**src/rtl/lsh512_pkg.sv**
```systemverilog
// LSH-512 engine package: algorithm constants, rotation helper and the
// command and status types between controller and datapath.
// No dependencies.
`timescale 1ns / 1ps

package lsh512_pkg;

    localparam int STEP_COUNT_DEF = 28;
    localparam int CV_WORDS       = 16;
    localparam int HALF_WORDS     = 8;
    localparam int BLOCK_WORDS    = 32;
    localparam int POS_W          = 5;
    localparam logic [7:0] PAD_BYTE = 8'h80;

    localparam logic [5:0] MIX_ROT1_EVEN = 6'd23;
    localparam logic [5:0] MIX_ROT2_EVEN = 6'd59;
    localparam logic [5:0] MIX_ROT1_ODD  = 6'd7;
    localparam logic [5:0] MIX_ROT2_ODD  = 6'd3;
    localparam logic [5:0] SC_ROT        = 6'd8;

    localparam logic [63:0] IV [CV_WORDS] = '{
        64'hadd50f3c7f07094e, 64'he3f3cee8f9418a4f, 64'hb527ecde5b3d0ae9,
        64'h2ef6dec68076f501, 64'h8cb994cae5aca216, 64'hfbb9eae4bba48cc7,
        64'h650a526174725fea, 64'h1f9a61a73f8d8085, 64'hb6607378173b539b,
        64'h1bc99853b0c0b9ed, 64'hdf727fc19b182d47, 64'hdbef360cf893a457,
        64'h4981f5e570147e80, 64'hd00c4490ca7d3e30, 64'h5d73940c0e4ae1ec,
        64'h894085e2edb2d819
    };

    localparam logic [63:0] SC_FIRST [HALF_WORDS] = '{
        64'h97884283c938982a, 64'hba1fca93533e2355, 64'hc519a2e87aeb1c03,
        64'h9a0fc95462af17b1, 64'hfc3dda8ab019a82b, 64'h02825d079a895407,
        64'h79f2d0a7ee06a6f7, 64'hd76d15eed9fdf5fe
    };

    localparam logic [5:0] GAMMA [HALF_WORDS] = '{
        6'd0, 6'd16, 6'd32, 6'd48, 6'd8, 6'd24, 6'd40, 6'd56
    };

    localparam logic [3:0] TAU [CV_WORDS] = '{
        4'd3, 4'd2, 4'd0, 4'd1, 4'd7, 4'd4, 4'd5, 4'd6,
        4'd11, 4'd10, 4'd8, 4'd9, 4'd15, 4'd12, 4'd13, 4'd14
    };

    localparam logic [3:0] SIGMA [CV_WORDS] = '{
        4'd6, 4'd4, 4'd5, 4'd7, 4'd12, 4'd15, 4'd14, 4'd13,
        4'd2, 4'd0, 4'd1, 4'd3, 4'd8, 4'd11, 4'd10, 4'd9
    };

    // Source of the word written into the message block.
    typedef enum logic [1:0] {
        WSEL_DATA    = 2'd0,
        WSEL_PARTIAL = 2'd1,
        WSEL_PAD     = 2'd2
    } wsel_t;

    typedef struct packed {
        logic  wr_en;
        wsel_t wr_sel;
        logic  zero_above;
        logic  adv_wp;
        logic  comp_init;
        logic  phase_a;
        logic  phase_b;
        logic  phase_c;
        logic  first_step;
        logic  odd_step;
        logic  final_xor;
        logic  load_out;
    } lsh_cmd_t;

    typedef struct packed {
        logic wp_at_end;
        logic out_busy;
    } lsh_stat_t;

    // Rotate a 64-bit word left by r bits.
    function automatic logic [63:0] rotl64(input logic [63:0] x, input logic [5:0] r);
        logic [6:0] rr;
        rr = 7'd64 - {1'b0, r};
        if (r == 6'd0) begin
            return x;
        end
        return (x << r) | (x >> rr);
    endfunction

endpackage

```
**src/rtl/lsh512_ctrl.sv**
```systemverilog
// LSH-512 controller: accepts input transactions, sequences block loading,
// padding, the three-phase mix steps and digest hand-over.
// Depends on lsh512_pkg.
`timescale 1ns / 1ps

module lsh512_ctrl #(
    parameter int STEP_COUNT = lsh512_pkg::STEP_COUNT_DEF
) (
    input  logic                 aclk,
    input  logic                 aresetn,
    input  logic                 s_valid,
    output logic                 s_ready,
    input  logic                 s_last,
    input  logic [3:0]           s_byte_count,
    input  lsh512_pkg::lsh_stat_t stat,
    output lsh512_pkg::lsh_cmd_t  cmd
);

    localparam int SW = (STEP_COUNT > 1) ? $clog2(STEP_COUNT) : 1;

    typedef enum logic [2:0] {
        ST_IDLE, ST_PAD, ST_INIT, ST_A, ST_B, ST_C, ST_FIN, ST_OUT
    } state_t;

    typedef enum logic [1:0] {
        AFT_IDLE, AFT_PAD, AFT_OUT
    } after_t;

    state_t        state_reg, state_next;
    after_t        after_reg, after_next;
    logic [SW-1:0] step_reg, step_next;
    logic          full_word;

    assign s_ready   = (state_reg == ST_IDLE);
    assign full_word = s_byte_count[3];

    // Next-state and command decode.
    always_comb begin
        state_next = state_reg;
        after_next = after_reg;
        step_next  = step_reg;
        cmd        = '0;
        cmd.odd_step = step_reg[0];
        unique case (state_reg)
            ST_IDLE: begin
                if (s_valid) begin
                    cmd.wr_en = 1'b1;
                    if (s_last && !full_word) begin
                        cmd.wr_sel     = lsh512_pkg::WSEL_PARTIAL;
                        cmd.zero_above = 1'b1;
                        state_next     = ST_INIT;
                        after_next     = AFT_OUT;
                    end else begin
                        cmd.wr_sel = lsh512_pkg::WSEL_DATA;
                        cmd.adv_wp = 1'b1;
                        if (stat.wp_at_end) begin
                            state_next = ST_INIT;
                            after_next = s_last ? AFT_PAD : AFT_IDLE;
                        end else if (s_last) begin
                            state_next = ST_PAD;
                        end
                    end
                end
            end
            ST_PAD: begin
                cmd.wr_en      = 1'b1;
                cmd.wr_sel     = lsh512_pkg::WSEL_PAD;
                cmd.zero_above = 1'b1;
                state_next     = ST_INIT;
                after_next     = AFT_OUT;
            end
            ST_INIT: begin
                cmd.comp_init = 1'b1;
                step_next     = '0;
                state_next    = ST_A;
            end
            ST_A: begin
                cmd.phase_a = 1'b1;
                state_next  = ST_B;
            end
            ST_B: begin
                cmd.phase_b = 1'b1;
                state_next  = ST_C;
            end
            ST_C: begin
                cmd.phase_c    = 1'b1;
                cmd.first_step = (step_reg == '0);
                if (step_reg == SW'(STEP_COUNT - 1)) begin
                    step_next  = '0;
                    state_next = ST_FIN;
                end else begin
                    step_next  = step_reg + 1'b1;
                    state_next = ST_A;
                end
            end
            ST_FIN: begin
                cmd.final_xor = 1'b1;
                unique case (after_reg)
                    AFT_PAD: state_next = ST_PAD;
                    AFT_OUT: state_next = ST_OUT;
                    default: state_next = ST_IDLE;
                endcase
            end
            ST_OUT: begin
                if (!stat.out_busy) begin
                    cmd.load_out = 1'b1;
                    state_next   = ST_IDLE;
                end
            end
            default: state_next = ST_IDLE;
        endcase
    end

    // State, continuation and step counter.
    always_ff @(posedge aclk) begin
        if (!aresetn) begin
            state_reg <= ST_IDLE;
            after_reg <= AFT_IDLE;
            step_reg  <= '0;
        end else begin
            state_reg <= state_next;
            after_reg <= after_next;
            step_reg  <= step_next;
        end
    end

    // The last mix step always leads to the final message XOR.
    a_last_step_to_fin: assert property (@(posedge aclk) disable iff (!aresetn)
        (state_reg == ST_C && step_reg == SW'(STEP_COUNT - 1)) |=> (state_reg == ST_FIN))
        else $error("mix sequence did not end in final XOR");

    // The step index holds across the first two phases of a step.
    a_step_stable: assert property (@(posedge aclk) disable iff (!aresetn)
        (state_reg == ST_A) |=> (state_reg == ST_B && $stable(step_reg)))
        else $error("step index moved inside a step");

    // Once the output buffer is free the digest is handed over and input resumes.
    a_out_to_idle: assert property (@(posedge aclk) disable iff (!aresetn)
        (state_reg == ST_OUT && !stat.out_busy) |=> (state_reg == ST_IDLE))
        else $error("digest hand-over did not return to idle");

endmodule

```
**config.mk**
```make
export PLATFORM = sky130hd
export DESIGN_NAME = lsh512_ctrl
export DESIGN_NICKNAME = d
export VERILOG_FILES = /design/src/rtl/lsh512_pkg.sv /design/src/rtl/lsh512_ctrl.sv
export SDC_FILE = /design/constraint.sdc
export NUM_CORES = 1
export LEC_CHECK = 0
export ABC_AREA = 0
export ABC_CLOCK_PERIOD_IN_PS = 1100
export BUFFER_PORTS_ARGS = -buffer_cell sky130_fd_sc_hd__buf_2
export CORE_ASPECT_RATIO = 0.9
export CORE_MARGIN = 3
export CORE_UTILIZATION = 44
export CTS_BUF_LIST = sky130_fd_sc_hd__clkbuf_16
export DETAILED_ROUTE_END_ITERATION = 8
export PLACE_DENSITY = 0.74
export SLEW_MARGIN = 0
export SYNTH_ARGS = -nofsm -noshare
export SYNTH_HDL_FRONTEND = slang
export SYNTH_SLANG_ARGS = --single-unit
```
**constraint.sdc**
```tcl
create_clock -name aclk -period 1.1 [get_ports aclk]
set_input_delay 0.165 -clock aclk [delete_from_list [all_inputs] [get_ports aclk]]
set_output_delay 0.165 -clock aclk [all_outputs]
set_load 0.01 [all_outputs]
```
==> qor.tcl, run 1 <==
set qor(status) {did not finish}
set qor(last_stage_the_flow_got_to) {5_1_grt}
set qor(first-error) {[ERROR DPL-0033] detailed placement checks failed during check placement.}
set qor(share_of_async_settable_or_async_resettable_flops_after_synthesis_pct) 0
set qor(dp_worst_setup_slack_ns) -0.258
set qor(synth_top_cells_by_area) {dfxtp_1 27%, nand3_1 5.4%, ha_1 5.0%}
set qor(grt_start_max_net_pins) 11
set qor(number_of_antenna_violations_at_the_first_check_in_global_routing) 0
set qor(die_height_um) 45.1
set qor(grt_repair_worst_endpoint) {cmd[9]}
set qor(initial_core_util_pct) 48.9
set qor(post_synth_num_cell_types) 43
set qor(ys_top_cells_by_count) {10 x dfxtp_1, 10 x inv_1, 8 x nand3_1}
set qor(yosysSeqAreaShare_pct) 26.8
set qor(numClockSinks) 10
set qor(netlist_instances) 93
set qor(clock_tree.htree_level_count) 1
set qor(ioPinCount) 24
set qor(synth_edf_count) 0
set qor(synthFlopType) {dfxtp_1}
set qor(synth_area_um2) 748
set qor(post_synth.cell_area_avg_um2) 8.05
set qor(synth_top_area_cell) {dfxtp_1}
set qor(buffer_ports.inserted) 20
set qor(gp_routability_congestion) 0.847
set qor(synth.net_count) 106
set qor(synth_largest_type_area_fraction_pct) 26.8
set qor(clk_path_buf_depth) 2
set qor(cts_made_buffers) 3
set qor(postSynthRegisterBits) 10
set qor(cts_root_buf) {clkbuf_16}
set qor(timing.worst_endpoint.kind) {output port}
set qor(post-dp-hpwl_um) 1780
set qor(synth_warn) 0
set qor(row_count) 13
set qor(dieWidth_um) 49.5
set qor(detailed_place.area_um2) 1070
==> metrics by stage <==
stage	cells	hold slack (ns)	TNS, ns
CTS	164	0.200	-5.61
detailed placement	151	0.429	-3.04
global placement	151	0.433	-2.47
floorplan	93	0.276	-1.33
==> cell families after synthesis <==
group,count (synthesis),synth area share (%)
compound gates,19,18.1
fa+ha+maj,3,5.02
flops,10,26.8
buf+inv,17,11.4
mux,2,2.68
simple gates,42,36.1
==> timing repair <==
| action | 4_1_cts |
|---|---|
| resized for setup | 32 |
| cloned | 0 |
| setup buffers | 11 |
| hold endpoints to repair | 0 |
| hold buffers | 0 |
| pin swaps | 14 |
| setup endpoints to repair | 23 |
==> run 2: changes to the inputs <==
==> config.mk (replaced) <==
export PLATFORM = sky130hd
export DESIGN_NAME = lsh512_ctrl
export DESIGN_NICKNAME = d
export VERILOG_FILES = /design/src/rtl/lsh512_pkg.sv /design/src/rtl/lsh512_ctrl.sv
export SDC_FILE = /design/constraint.sdc
export NUM_CORES = 1
export LEC_CHECK = 0
export ABC_AREA = 0
export ABC_CLOCK_PERIOD_IN_PS = 1450
export BUFFER_PORTS_ARGS = -buffer_cell sky130_fd_sc_hd__buf_2
export CORE_AREA = 3 3 64 66
export DETAILED_ROUTE_END_ITERATION = 8
export DIE_AREA = 0 0 67 69
export PLACE_DENSITY_LB_ADDON = 0.15
export SLEW_MARGIN = 0
export SYNTH_ARGS = -nofsm -noshare
export SYNTH_HDL_FRONTEND = slang
export SYNTH_SLANG_ARGS = --single-unit
==> constraint.sdc (replaced) <==
create_clock -name aclk -period 1.45 [get_ports aclk]
set_input_delay 0.2175 -clock aclk [delete_from_list [all_inputs] [get_ports aclk]]
set_output_delay 0.2175 -clock aclk [all_outputs]
set_load 0.01 [all_outputs]
==> run 2 against run 1 <==
The flow now finishes, with violations (setup timing). Synthesized cell count did not move. Area after synthesis unchanged.
==> qor.tcl, run 2 <==
set qor(clock_latency_ns) 0.24
set qor(vias_per_cell) 4.60
set qor(route.met2.wl_um) 1150
set qor(post-route-min-period_ns) 1.64
set qor(postRouteAntennaNets) 0
set qor(buffer_ports.inserted) 20
set qor(ioPinCount) 24
set qor(ys_top_cells_by_count) {10 x dfxtp_1, 10 x inv_1, 8 x nand3_1}
set qor(routed_wirelength_um) 2170
set qor(finish.net_count) 147
set qor(most-common-layout-cells) {18 x buf_2, 15 x buf_4, 9 x buf_6}
set qor(clock_tree.htree_level_count) 1
set qor(tns_ns) -0.591
set qor(synth_edf_count) 0
set qor(clk_path_buf_depth) 2
set qor(number_of_antenna_violations_at_the_first_check_in_global_routing) 0
set qor(synth_area_um2) 748
set qor(timing.critical_path.fanout_max) 4
set qor(netlist_instances) 93
set qor(max_stage_delay_ns) 0.40
set qor(yosysSeqAreaShare_pct) 26.8
set qor(synth_warn) 0
set qor(period_share_pct) 113
set qor(synth_top_area_cell) {dfxtp_1}
set qor(hold_viol) 0
set qor(violations) {setup timing}
set qor(synth.net_count) 106
set qor(cts_made_buffers) 3
set qor(crit_required_ns) 1.23
set qor(share_of_async_settable_or_async_resettable_flops_after_synthesis_pct) 0
set qor(grt_pass1_vias) 802
set qor(grt_usage_pct) 10.1
set qor(synth_top_cells_by_area) {dfxtp_1 27%, nand3_1 5.4%, ha_1 5.0%}
set qor(tritoncts) {built}
set qor(clk_pin_slew_ns) 0.05
set qor(cts_root_buf) {clkbuf_8}
set qor(post_synth_num_cell_types) 43
set qor(hold_class) {input pin to flop}
set qor(area_growth_pct) 61.0
set qor(maxClockFrequency_ghz) 0.610
set qor(setup_ws_ns) -0.189
set qor(grt_first_pass_wirelength_um) 3640
set qor(worstSetupStartpointType) {flop}
set qor(post-dp-hpwl_um) 1540
set qor(gp_routability_congestion) 0.743
set qor(worst_clock_skew_ns) 0.00307
set qor(post_synth.cell_area_avg_um2) 8.05
set qor(status) {complete, but fails checks}
set qor(synthFlopType) {dfxtp_1}
set qor(critical_path.n_buffers_inverters) 2
set qor(die-area_um2) 4620
set qor(setup.worst_path.class) {flop to primary output}
set qor(largest_reg_flops) 5
set qor(slew_violations) 0
set qor(first_iter_violations) 20
set qor(core_area_um2) 3630
set qor(vias_after_detailed_routing) 833
set qor(setup_repair_after_global_routing_missed_its_margin) {yes}
set qor(worst_path_dominant_cell_family) {simple AND/OR/NAND/NOR gates}
set qor(cellLeakagePower_nw) 0.549
set qor(dieWidth_um) 67
set qor(synth_largest_type_area_fraction_pct) 26.8
set qor(route.top_layer_used) {met4}
set qor(layout-drive-gt1-share_pct) 54.9
set qor(cts.hold.buffers_added) 0
set qor(dr_wl_met3_um) 70
set qor(initial_core_util_pct) 20.6
set qor(p_per_area_nw_per_um2) 830
set qor(setup.worst_path.end_class) {primary output}
set qor(max_cap_violations) 0
set qor(antenna-diode-count) 0
set qor(maxSlewHeadroom_pct) 70.9
set qor(die_height_um) 69
set qor(peak_supply_drop_uv) 383
set qor(slowest_stage) {or3_4}
set qor(critical_path_at_ns) 1.42
set qor(overflow) 0
set qor(numClockSinks) 10
set qor(grt_start_max_net_pins) 12
set qor(detail_route.first_pass.iterations) 4
set qor(most_common_cell_after_layout_fill_and_taps_aside) {buf_2}
set qor(met1_wire_length_um) 928
set qor(dp_worst_setup_slack_ns) 0.00970
set qor(postSynthRegisterBits) 10
set qor(setup-violations-final) 8
set qor(row_count) 22
set qor(post-route-drc-count) 0
set qor(crit_path_cell_trace) {or3_4 -> inv_2 -> and3_4 -> or2_1 -> buf_2}
set qor(fillers) 410
set qor(drt_wl_cell_um) 12.0
set qor(max_slew.worst_pin.slew_ns) 0.429
run 2: cell counts after synthesis:
Identical to the previous run, type by type.
run 2: final timing paths:
| path | start | end | slack, ns | cells past startpoint |
|---|---|---|---|---|
| max | state_reg[2] | cmd[9] | -0.19 | 5 |
| min | stat[1] | after_reg[1] | 0.25 | 2 |
| max reg2reg | state_reg[0] | step_reg[2] | 0.06 | 5 |
| min reg2reg | after_reg[0] | after_reg[0] | 0.47 | 2 |
run 2: logic make-up after synthesis:
family,share of synthesized area (%)
AOI/OAI and AO/OA,18.1
DFF,26.8
adders and majority gates,5.02
and+or+nand+nor,36.1
muxes,2.68
buffers and inverters,11.4
run 2: cell type report:
cell class                      instances  area, um2  share of cell area (%)
Timing Repair Buffer                   42        304                    25.2
Inverter                               11       43.8                    3.63
Sequential cell                        10        210                    17.4
Clock buffer                            4       55.1                    4.57
Tap cell                               48       60.1                    4.98
Multi-Input combinational cell         66        532                    44.1
run 2: timing repair:
item                       in CTS  in global routing
setup buffers                  11                  2
gates resized for setup        22                 12
pin swaps                       6                  1
setup endpoints to repair      11                 15
run 2: through the flow:
stage	cells	cell area (um2)	hold slack, ns	total power, mW	util, %
5_1_grt	181	1200	0.270	1.06	33.2
4_1_cts	179	1140	0.235	1.00	31.3
3_3_place_gp	164	932	0.458	0.569	25.7
6_report	181	1200	0.247	1.00	33.2
3_5_place_dp	164	932	0.469	0.568	25.7
2_1_floorplan	93	748	0.329	0.484	-
run 2: routing by layer:
layer / track usage [%] / vias to the layer above
li1: - / 418
met1: 12.6 / 402
met2: 16.7 / 11
met3: 3.42 / 2
met4: 2.03 / 0
met5: 0 / -
run 2: report_power, final:
part           internal (mW)  switching, mW  total, mW
clock network          0.239          0.111      0.350
registers              0.292         0.0201      0.312
logic                  0.182          0.156      0.338
Power figures use the tool's default switching activity.
==> run 3: changes to the inputs <==
--- a/config.mk
+++ b/config.mk
@@ -5,12 +5,12 @@
 export SDC_FILE = /design/constraint.sdc
 export NUM_CORES = 1
 export LEC_CHECK = 0
-export ABC_AREA = 0
+export ABC_AREA = 1
 export ABC_CLOCK_PERIOD_IN_PS = 1450
-export BUFFER_PORTS_ARGS = -buffer_cell sky130_fd_sc_hd__buf_2
 export CORE_AREA = 3 3 64 66
 export DETAILED_ROUTE_END_ITERATION = 8
 export DIE_AREA = 0 0 67 69
+export DONT_BUFFER_PORTS = 1
 export PLACE_DENSITY_LB_ADDON = 0.15
 export SLEW_MARGIN = 0
 export SYNTH_ARGS = -nofsm -noshare
==> run 3 against run 2 <==
The flow now finishes without violations. Largest cell class unchanged. Setup slack better by 0.25 ns. Largest power group is now combinational cells. Clock skew up 0.0026 ns. Combinational power up 65%.
==> qor.tcl, run 3 <==
set qor(most_common_cell_after_layout_fill_and_taps_aside) {nand2_1}
set qor(maxClockFrequency_ghz) 0.719
set qor(power.combinational.fraction_pct) 45.6
set qor(clock_latency_ns) 0.24
set qor(clk_path_buf_depth) 2
set qor(cts_made_buffers) 3
set qor(max_slew.worst_pin.slew_ns) 0.239
set qor(grt_start_max_net_pins) 8
set qor(detailed_place.area_um2) 821
set qor(largest_reg_flops) 5
set qor(gr-usage-met2_pct) 14.0
set qor(synth.net_count) 142
set qor(grt_usage_pct) 9.10
set qor(slew_violations) 0
set qor(cts.hold.buffers_added) 0
set qor(overflow) 0
set qor(post_synth.cell_area_avg_um2) 5.69
set qor(hold_ws_ns) 0.0937
set qor(clk_pin_slew_ns) 0.05
set qor(pwr-share-clk_pct) 23.3
set qor(numClockSinks) 10
set qor(layout-drive-gt1-share_pct) 23.2
set qor(fin_area_um2) 943
set qor(most-common-layout-cells) {37 x nand2_1, 22 x inv_1, 16 x nor2_1}
set qor(period_share_pct) 95.9
set qor(setup.worst_path.end_class) {primary output}
set qor(r2r-end) {step_reg[0]}
set qor(grt_first_pass_wirelength_um) 3340
set qor(met1_resource_use_gr_pct) 12.2
set qor(dp_worst_setup_slack_ns) 0.0970
set qor(yosysMostFrequentCell) {nand2_1}
set qor(vias_after_detailed_routing) 753
set qor(timing.hold.worst_endpoint) {state_reg[0]}
set qor(fillers) 426
set qor(first_iter_violations) 27
set qor(setup-violations-final) 0
set qor(vias_per_cell) 4.05
set qor(switching_power_uw) 503
set qor(share_of_async_settable_or_async_resettable_flops_after_synthesis_pct) 0
set qor(ff2ff_path_depth) 7
set qor(globalRouteMet3Util_pct) 2.61
set qor(yosysSeqAreaShare_pct) 27.3
set qor(min_delay_path_depth) 2
set qor(die-area_um2) 4620
set qor(p_per_area_nw_per_um2) 1300
set qor(row_count) 22
set qor(crit_required_ns) 1.23
set qor(initial_core_util_pct) 20.2
set qor(swShare_pct) 41.1
set qor(core_area_um2) 3630
set qor(status) {finished clean}
set qor(synthFlopType) {dfxtp_1}
set qor(die_height_um) 69
set qor(hold_viol) 0
set qor(synth_edf_count) 0
set qor(clock_tree.htree_level_count) 1
set qor(post-route-min-period_ns) 1.39
set qor(regToRegSetupSlack_ns) 0.11
set qor(cellLeakagePower_nw) 0.507
set qor(synth_top_cells_by_area) {dfxtp_1 27%, nand2_1 19%, inv_1 14%}
set qor(grt_pass1_vias) 710
set qor(dieWidth_um) 67
set qor(postSynthRegisterBits) 10
set qor(post_synth_num_cell_types) 16
set qor(hold_class) {input pin to flop}
set qor(ys_top_cells_by_count) {38 x nand2_1, 27 x inv_1, 18 x nor2_1}
set qor(number_of_antenna_violations_at_the_first_check_in_global_routing) 0
set qor(ioPinCount) 24
set qor(setup.worst_path.class) {flop to primary output}
set qor(critical_path_at_ns) 1.17
set qor(peak_supply_drop_uv) 221
set qor(setup_ws_ns) 0.0592
set qor(synth_largest_type_area_fraction_pct) 27.3
set qor(maxSlewHeadroom_pct) 83.9
set qor(drt_wl_cell_um) 10.5
set qor(gp_routability_congestion) 0.740
set qor(buffer_ports.inserted) 0
set qor(routed_wirelength_um) 1960
set qor(post-dp-hpwl_um) 1560
set qor(post-route-drc-count) 0
set qor(timing.critical_path.fanout_max) 3
set qor(synth_warn) 0
set qor(postRouteAntennaNets) 0
set qor(synth_area_um2) 734
set qor(area_growth_pct) 28.4
set qor(max_cap_violations) 0
set qor(global_route.peak_usage_layer) {met2}
set qor(synth_top_area_cell) {dfxtp_1}
set qor(setup_repair_after_global_routing_missed_its_margin) {yes}
set qor(antenna-diode-count) 0
set qor(worstHoldStart) {aresetn}
set qor(timing.rr.start) {state_reg[0]}
set qor(seq_power_share_pct) 31.1
set qor(worstSetupStartpointType) {flop}
set qor(p_int_uw) 720
set qor(finish.net_count) 153
set qor(netlist_instances) 129
set qor(cts_root_buf) {clkbuf_8}
set qor(detail_route.first_pass.iterations) 4
set qor(tritoncts) {built}
set qor(worst_clock_skew_ns) 0.00571
[run 3: per-layer routing]
metal | vias to the layer above | routed length (um)
met3 | 3 | 54
met4 | 0 | 16
met2 | 8 | 994
li1 | 414 | -
met1 | 328 | 897
met5 | - | 0
[run 3: power by group through the flow]
stage          Combinational, mW  Sequential [mW]  Clock, mW
2_1_floorplan              0.395            0.347          0
3_3_place_gp               0.504            0.361          0
3_5_place_dp               0.504            0.363          0
4_1_cts                    0.536            0.367      0.296
5_1_grt                    0.650            0.389      0.317
6_report                   0.558            0.380      0.285
[run 3: layout make-up]
class	count	area [um2]	area share [%]
Clock buffer	3	41.3	4.38
Multi-Input combinational cell	88	457	48.4
Timing Repair Buffer	8	60.1	6.37
Sequential cell	10	211	22.4
Inverter	29	114	12.1
Tap cell	48	60.1	6.37
[run 3: through the flow]
| stage | instances | util, % | TNS [ns] | power [mW] |
|---|---|---|---|---|
| 2_1_floorplan | 129 | - | 0 | 0.742 |
| 3_3_place_gp | 181 | 22.6 | 0 | 0.866 |
| 3_5_place_dp | 181 | 22.6 | 0 | 0.867 |
| 4_1_cts | 185 | 24.5 | -0.00314 | 1.20 |
| 5_1_grt | 186 | 26.0 | -0.0218 | 1.36 |
| 6_report | 186 | 26.0 | 0 | 1.22 |
[run 3: cells by family (layout without fill, tap and decap cells)]
group | count (synthesis) | count (layout) | synth area share (%)
flip-flops | 10 | 10 | 27.3
adder cells (fa/ha/maj) | 3 | 3 | 5.11
XOR/XNOR | 1 | 1 | 1.19
AND/OR/NAND/NOR | 74 | 74 | 42.2
AO/OA/AOI/OAI | 10 | 10 | 6.81
buffers and inverters | 31 | 40 | 17.4
[run 3: worst max-delay path, cell delays in order (launching register included)]
cell     delay [ns]
dfxtp_4        0.34
inv_4          0.07
ha_4           0.12
nand3_1        0.08
nor3_2         0.19
buf_4          0.15
[run 3: timing repair]
item                       in CTS  in global routing
gates resized for setup         8                 18
setup buffers                   1                  1
pin swaps                       1                  2
setup endpoints to repair       4                  6
[run 3: worst max-delay path by stage]
| stage | from | endpoint | slack (ns) | depth (start not counted) |
|---|---|---|---|---|
| 2_1_floorplan | state_reg[0] | cmd[9] | 0.11 | 6 |
| 3_3_place_gp | state_reg[1] | cmd[9] | 0.13 | 6 |
| 3_5_place_dp | state_reg[1] | cmd[9] | 0.1 | 6 |
| 4_1_cts | state_reg[1] | cmd[9] | -0.003 | 6 |
| 5_1_grt | step_reg[0] | cmd[3] | -0.01 | 5 |
| 6_report | step_reg[0] | cmd[3] | 0.06 | 5 |
